<file path="config.mk">
export PLATFORM = sky130hd
export DESIGN_NAME = wlsl_ctrl
export DESIGN_NICKNAME = d
export VERILOG_FILES = /design/src/sv/wlsl_pkg.sv /design/src/sv/wlsl_ctrl.sv
export SDC_FILE = /design/constraint.sdc
export NUM_CORES = 1
export LEC_CHECK = 0
export CORE_UTILIZATION = 61
export DETAILED_ROUTE_END_ITERATION = 8
export DONT_BUFFER_PORTS = 1
export GPL_TIMING_DRIVEN = 0
export PLACE_DENSITY = 0.77
export SLEW_MARGIN = 20
export SYNTH_ARGS = -nofsm -noshare
export SYNTH_HDL_FRONTEND = slang
export SYNTH_SLANG_ARGS = --single-unit
</file>
<file path="constraint.sdc">
create_clock -name clk -period 2.2 [get_ports clk]
set_clock_uncertainty 0.15 [all_clocks]
set_input_delay 0.22 -clock clk [delete_from_list [all_inputs] [get_ports clk]]
set_output_delay 0.22 -clock clk [all_outputs]
set_load 0.05 [all_outputs]
</file>
<file path="src/sv/wlsl_pkg.sv">
`timescale 1ns / 1ps

package wlsl_pkg;

  // Coefficient refresh period in frames and the width of its counter.
  localparam int COEF_UPDATE_INTERVAL = 30;
  localparam int UPD_CNT_W = 10;

  // Lookup table geometry.
  localparam int TAB_BITS = 10;
  localparam int TAB_N = 1 << TAB_BITS;
  localparam int TAB_Q = TAB_N / 4;

  // Fixed-point constants.
  localparam longint ONE_Q30 = 64'sd1073741824;
  localparam longint TWO_PI_Q30 = 64'sd6746518852;

  // Series denominators: (2n)(2n+1) for the sine terms and n for the exponential terms.
  localparam longint SINE_DEN [7] = '{64'sd6, 64'sd20, 64'sd42, 64'sd72, 64'sd110,
                                      64'sd156, 64'sd210};
  localparam longint EXP_DEN [16] = '{64'sd1, 64'sd2, 64'sd3, 64'sd4, 64'sd5, 64'sd6,
                                      64'sd7, 64'sd8, 64'sd9, 64'sd10, 64'sd11, 64'sd12,
                                      64'sd13, 64'sd14, 64'sd15, 64'sd16};

  // Divider geometry.
  localparam int DIV_NUM_W = 62;
  localparam int DIV_DEN_W = 38;
  localparam int DIV_CNT_W = 6;

  // Filter taps, in the order in which they are multiplied.
  localparam logic [2:0] TAP_B0_X = 3'd0;
  localparam logic [2:0] TAP_A1 = 3'd3;
  localparam logic [2:0] TAP_LAST = 3'd4;

  // Configuration register indexes.
  typedef enum logic [2:0] {
    REG_LFO_STEP,
    REG_START_PHASE,
    REG_SWEEP_DEPTH,
    REG_FREQ_OFFSET,
    REG_RESONANCE
  } reg_idx_t;

  typedef enum logic {
    TAB_SINE,
    TAB_EXP
  } tab_sel_t;

  typedef enum logic [4:0] {
    ST_IDLE,
    ST_RD_C,
    ST_LFO_MUL,
    ST_F_MUL,
    ST_RD_E,
    ST_RD_S,
    ST_RD_CS,
    ST_ALPHA,
    ST_WAIT_ALPHA,
    ST_B1,
    ST_WAIT_B1,
    ST_A1,
    ST_WAIT_A1,
    ST_A2,
    ST_WAIT_A2,
    ST_STORE_A2,
    ST_FMAC,
    ST_FLAST,
    ST_FSTORE,
    ST_EMIT
  } ctrl_state_t;

  typedef enum logic [4:0] {
    OP_NONE,
    OP_TAKE,
    OP_RD_C,
    OP_LFO_MUL,
    OP_F_MUL,
    OP_RD_E,
    OP_RD_S,
    OP_RD_CS,
    OP_ALPHA,
    OP_B1,
    OP_A1,
    OP_A2,
    OP_STORE_A2,
    OP_FMAC,
    OP_FLAST,
    OP_FSTORE,
    OP_EMIT
  } dp_op_t;

  typedef struct packed {
    dp_op_t     op;
    logic       ch;
    logic [2:0] tap;
  } dp_cmd_t;

  typedef struct packed {
    logic div_done;
    logic out_free;
  } dp_status_t;

  typedef logic signed [31:0] sine_tab_t [TAB_N];
  typedef logic signed [31:0] exp_tab_t [TAB_N + 1];

  // sin(2*pi*k/N) over the first quarter turn, Q2.30, Taylor series.
  function automatic longint sine_quarter(input longint k);
    longint x;
    longint x2;
    longint term;
    longint sum;
    x = (TWO_PI_Q30 * k) >>> TAB_BITS;
    x2 = (x * x) >>> 30;
    term = x;
    sum = x;
    for (int n = 1; n <= 7; n++) begin
      term = (term * x2) / ONE_Q30;
      term = -term / SINE_DEN[n - 1];
      sum += term;
    end
    if (sum < 0) sum = 0;
    if (sum > ONE_Q30) sum = ONE_Q30;
    return sum;
  endfunction

  function automatic longint sine_entry(input longint k);
    longint q;
    longint h;
    longint kk;
    q = TAB_N / 4;
    h = TAB_N / 2;
    kk = k;
    if (kk <= q) return sine_quarter(kk);
    if (kk <= h) return sine_quarter(h - kk);
    kk = kk - h;
    if (kk <= q) return -sine_quarter(kk);
    return -sine_quarter(h - kk);
  endfunction

  // exp(6*(k/N - 1)), Q2.30: exp(-z) with z an eighth of the span, then squared three times.
  function automatic longint exp_entry(input longint k);
    longint z;
    longint term;
    longint sum;
    z = ((6 * ONE_Q30) * (TAB_N - k)) >>> (TAB_BITS + 3);
    term = ONE_Q30;
    sum = ONE_Q30;
    for (int n = 1; n <= 16; n++) begin
      term = -((term * z) / ONE_Q30) / EXP_DEN[n - 1];
      sum += term;
    end
    if (sum < 0) sum = 0;
    if (sum > ONE_Q30) sum = ONE_Q30;
    for (int i = 0; i < 3; i++) begin
      sum = (sum * sum) / ONE_Q30;
    end
    if (sum > ONE_Q30) sum = ONE_Q30;
    return sum;
  endfunction

  function automatic sine_tab_t build_sine();
    sine_tab_t t;
    for (int k = 0; k < TAB_N; k++) begin
      t[k] = 32'(sine_entry(longint'(k)));
    end
    return t;
  endfunction

  function automatic exp_tab_t build_exp();
    exp_tab_t t;
    for (int k = 0; k <= TAB_N; k++) begin
      t[k] = 32'(exp_entry(longint'(k)));
    end
    return t;
  endfunction

endpackage

</file>
<file path="src/sv/wlsl_ctrl.sv">
`timescale 1ns / 1ps

module wlsl_ctrl
  import wlsl_pkg::*;
(
  input  logic       clk,
  input  logic       rst,
  input  logic       in_valid,
  output logic       in_ready,
  input  dp_status_t status,
  output dp_cmd_t    cmd
);

  localparam logic [UPD_CNT_W-1:0] CNT_LAST = UPD_CNT_W'(COEF_UPDATE_INTERVAL - 1);

  ctrl_state_t          state;
  ctrl_state_t          state_next;
  logic [UPD_CNT_W-1:0] upd_cnt;
  logic [UPD_CNT_W-1:0] upd_cnt_next;
  logic [2:0]           tap;
  logic [2:0]           tap_next;
  logic                 ch;
  logic                 ch_next;

  // State, frame counter and tap sequencing registers.
  always_ff @(posedge clk) begin
    if (rst) begin
      state   <= ST_IDLE;
      upd_cnt <= '0;
      tap     <= '0;
      ch      <= 1'b0;
    end else begin
      state   <= state_next;
      upd_cnt <= upd_cnt_next;
      tap     <= tap_next;
      ch      <= ch_next;
    end
  end

  // Next state and datapath commands.
  always_comb begin
    state_next   = state;
    upd_cnt_next = upd_cnt;
    tap_next     = tap;
    ch_next      = ch;
    in_ready     = 1'b0;
    cmd.op       = OP_NONE;
    cmd.ch       = ch;
    cmd.tap      = tap;
    unique case (state)
      ST_IDLE: begin
        in_ready = 1'b1;
        if (in_valid) begin
          cmd.op       = OP_TAKE;
          tap_next     = TAP_B0_X;
          ch_next      = 1'b0;
          upd_cnt_next = (upd_cnt == CNT_LAST) ? '0 : upd_cnt + 1'b1;
          state_next   = (upd_cnt == '0) ? ST_RD_C : ST_FMAC;
        end
      end
      ST_RD_C: begin
        cmd.op     = OP_RD_C;
        state_next = ST_LFO_MUL;
      end
      ST_LFO_MUL: begin
        cmd.op     = OP_LFO_MUL;
        state_next = ST_F_MUL;
      end
      ST_F_MUL: begin
        cmd.op     = OP_F_MUL;
        state_next = ST_RD_E;
      end
      ST_RD_E: begin
        cmd.op     = OP_RD_E;
        state_next = ST_RD_S;
      end
      ST_RD_S: begin
        cmd.op     = OP_RD_S;
        state_next = ST_RD_CS;
      end
      ST_RD_CS: begin
        cmd.op     = OP_RD_CS;
        state_next = ST_ALPHA;
      end
      ST_ALPHA: begin
        cmd.op     = OP_ALPHA;
        state_next = ST_WAIT_ALPHA;
      end
      ST_WAIT_ALPHA: if (status.div_done) state_next = ST_B1;
      ST_B1: begin
        cmd.op     = OP_B1;
        state_next = ST_WAIT_B1;
      end
      ST_WAIT_B1: if (status.div_done) state_next = ST_A1;
      ST_A1: begin
        cmd.op     = OP_A1;
        state_next = ST_WAIT_A1;
      end
      ST_WAIT_A1: if (status.div_done) state_next = ST_A2;
      ST_A2: begin
        cmd.op     = OP_A2;
        state_next = ST_WAIT_A2;
      end
      ST_WAIT_A2: if (status.div_done) state_next = ST_STORE_A2;
      ST_STORE_A2: begin
        cmd.op     = OP_STORE_A2;
        state_next = ST_FMAC;
      end
      ST_FMAC: begin
        cmd.op = OP_FMAC;
        if (tap == TAP_LAST) begin
          state_next = ST_FLAST;
        end else begin
          tap_next = tap + 1'b1;
        end
      end
      ST_FLAST: begin
        cmd.op     = OP_FLAST;
        state_next = ST_FSTORE;
      end
      ST_FSTORE: begin
        cmd.op = OP_FSTORE;
        if (!ch) begin
          ch_next    = 1'b1;
          tap_next   = TAP_B0_X;
          state_next = ST_FMAC;
        end else begin
          state_next = ST_EMIT;
        end
      end
      ST_EMIT: begin
        if (status.out_free) begin
          cmd.op     = OP_EMIT;
          state_next = ST_IDLE;
        end
      end
      default: state_next = ST_IDLE;
    endcase
  end

endmodule

</file>
==> run metrics <==
status=completed; Num CTS Buffers=3; Initial Util=0.6660; sequential share of power=0.258; kind of critical path=flop to output port; Largest stage delay, worst path=0.53 ns; clk root buf=clkbuf_4; yosys synthesis warning count=0; syn nets=around 160; Core Rows=15; Post-Syn Area=1187 um2; post-synth cell types=between 40 and 50; hold crit path type=input port to flop; Inserted Diodes=0; maximum vdd drop=roughly 700 uV; NetSw=around 0.94 mW; switch share=0.5340; CP Max Fanout=8; r2r startpoint=state[1]; critical path launch point=state[1]; nets@finish=165; HPWL Detailed=1784 um; DR iter-0 viols=30; number of fill cells=143; fin crit share=0.9695; depth of the worst register-to-register path=6; crit path time final=approximately 2.1 ns; FF+latch count, synth=19; Clk Latency, worst-skew pair=between 0.3 and 0.4 ns; H-tree lvl count=1; mean post-synth cell area=8.023 um2; Fmax achieved=468.8 MHz; die footprint=2127 um2; GR Util All Layers=0.2744; CTS tree=built; die extent in x=around 46 um; total power=around 1.8 mW; internal power=0.8218 mW; critical-path cell with the highest stage delay=or4_4; reg2reg setup slack=0.08 ns; wirelength, routed=~2700 um; final setup fails=0; sequential-to-total area share from yosys stat=0.3203; vias in the first global route=923; Slew headroom=0.6165; area delta synth->final=12.12%; via density per instance=6.184; RSZ-0062 raised after global routing=no; via count=1107; largest net degree at the start of global routing=12; clk slew on worst S/H paths=0.12 ns; clock sink count=19; IO Pins=15; CTS Buffer Depth=2; antenna violations before repair=0; max_cap viols=0; register area=382.9 um2; Worst-Margin Slew=0.5745 ns; WL per Instance=15.02 um; endpoints failing hold=0; final instance area=1331 um2; Primary FF master, synth=dfxtp_1; number of enable flip-flop cells after synthesis=0; first-pass GRT wire length=4064 um; final global-route overflow total=0; total core area=around 1800 um2; Crit path top cell by count=buf_6; final setup TNS=0 ns; # port buffers=0; 1st-pass router iterations=4; Worst Setup Start Kind=flop; power density over the cells=1325 nW/um2; share of layout cells above drive strength 1=0.1883; crit end category=output port; remaining antenna violation count=0; Clock power frac=0.110; CP endpoint=in_ready; drt drc=0; Post-Syn Instances=148; CP arrival=1.76 ns; asr flop ratio synth=0; cells along the critical path=buf_6, or4_4, buf_6, nor2_4; P_leak=slightly above 0.5 nW; Comb pwr share=0.631; area of the multi-input gates=a little under 800 um2; dpl cell area=1221 um2; Min Hold Slack=0.09750 ns; GP Congestion=0.8984; Max Slew Vio Count=0; Die Ht=around 46 um; reg2reg end=state[4]; CP required=1.83 ns
-- power by group through the flow --
stage                     Sequential, mW  Clock [mW]  Combinational, mW
final                              0.455       0.195               1.11
after global placement             0.455           0              0.976
after CTS                          0.452       0.196               1.07
after detailed placement           0.460           0              0.987
after global routing               0.463       0.210               1.19
after floorplan                    0.448           0              0.864
-- cell type report --
type                    count  share of cell area
plain buffers              11             0.05075
well taps                  25             0.02350
repair buffers              2             0.01504
flip-flops and latches     19              0.2876
clock buffers               3             0.01692
clock inverters             1            0.003759
multi-input cells         112              0.5855
inverters                   6             0.01692
-- flip-flops by register name, summed over array words and instances (netlist names) --
name and count:
upd_cnt 10, state 5, tap 3, ch 1
-- metal layers --
metal,global-route usage,routed length [um],part of all wire
met1,0.3957,1209,0.45
met2,0.3577,1181,0.44
met5,0,0,0
met3,0.07059,213,0.079
met4,0.1647,85,0.032
-- worst min path at each step --
stage	start	to	slack [ns]	cells after the start
5_1_grt	rst	upd_cnt[9]	0.11	3
3_5_place_dp	rst	state[0]	0.25	2
2_1_floorplan	rst	state[0]	0.24	2
3_3_place_gp	rst	state[0]	0.25	2
6_report	rst	upd_cnt[9]	0.1	3
4_1_cts	rst	upd_cnt[9]	0.1	3
-- cell families (layout without fill, tap and decap cells) --
group	after synthesis	count (layout)	share of synthesized area
fa+ha+maj	5	5	0.05269
xor+xnor	11	11	0.08114
simple gates	67	67	0.3066
flops	19	19	0.3203
mux	2	2	0.01686
compound gates	27	27	0.1507
buf+inv	17	23	0.07165
-- worst max-delay path: cells and delay by family (launching register included) --
kind                   cells  cell delay [ns]
buffers and inverters      2             0.29
flip-flops                 1             0.33
AND/OR/NAND/NOR            2             0.82
-- per-stage QoR --
step	worst slack, ns	util	instances
6_report	0.06702	0.7467	179
3_3_place_gp	0.03356	0.6849	173
2_1_floorplan	0.1088	-	148
5_1_grt	0.01779	0.7467	179
3_5_place_dp	-0.008219	0.6849	173
4_1_cts	0.02103	0.7333	179
-- synthesized netlist by cell type, drive strengths merged (2+ instances only) --
| library cell | number | area (um2) |
|---|---|---|
| a211oi | 2 | 15.01 |
| a21oi | 7 | 35.03 |
| and3 | 2 | 12.51 |
| buf | 5 | 40.04 |
| clkbuf | 6 | 22.52 |
| dfxtp | 19 | 380.4 |
| ha | 5 | 62.56 |
| inv | 6 | 22.52 |
| mux2i | 2 | 20.02 |
| nand2 | 11 | 41.29 |
| nand2b | 3 | 18.77 |
| nand3 | 7 | 35.03 |
| nand4 | 5 | 31.28 |
| nor2 | 20 | 85.08 |
| nor2b | 3 | 18.77 |
| nor3 | 5 | 25.02 |
| nor4 | 3 | 33.78 |
| o21ai | 7 | 35.03 |
| o22ai | 2 | 12.51 |
| or3 | 3 | 18.77 |
| or4 | 2 | 18.77 |
| xor2 | 10 | 87.58 |
-- placed cells by master, fill, tap and decap left out, types with 4 or more instances in the layout --
master,n
a21oi_1,7
nand2_1,11
o21ai_0,5
ha_1,5
nor3_1,5
nand3_1,7
nand4_1,5
clkbuf_2,4
nor2_1,15
xor2_1,10
dfxtp_1,17
inv_1,6
-- what timing repair did --
action                     CTS  global route
setup endpoints to repair    7             8
hold buffers                 2             0
buffers inserted             0             0
hold endpoints to repair     1             0
resized for setup            9            11
(Power assumes the default switching activity.)
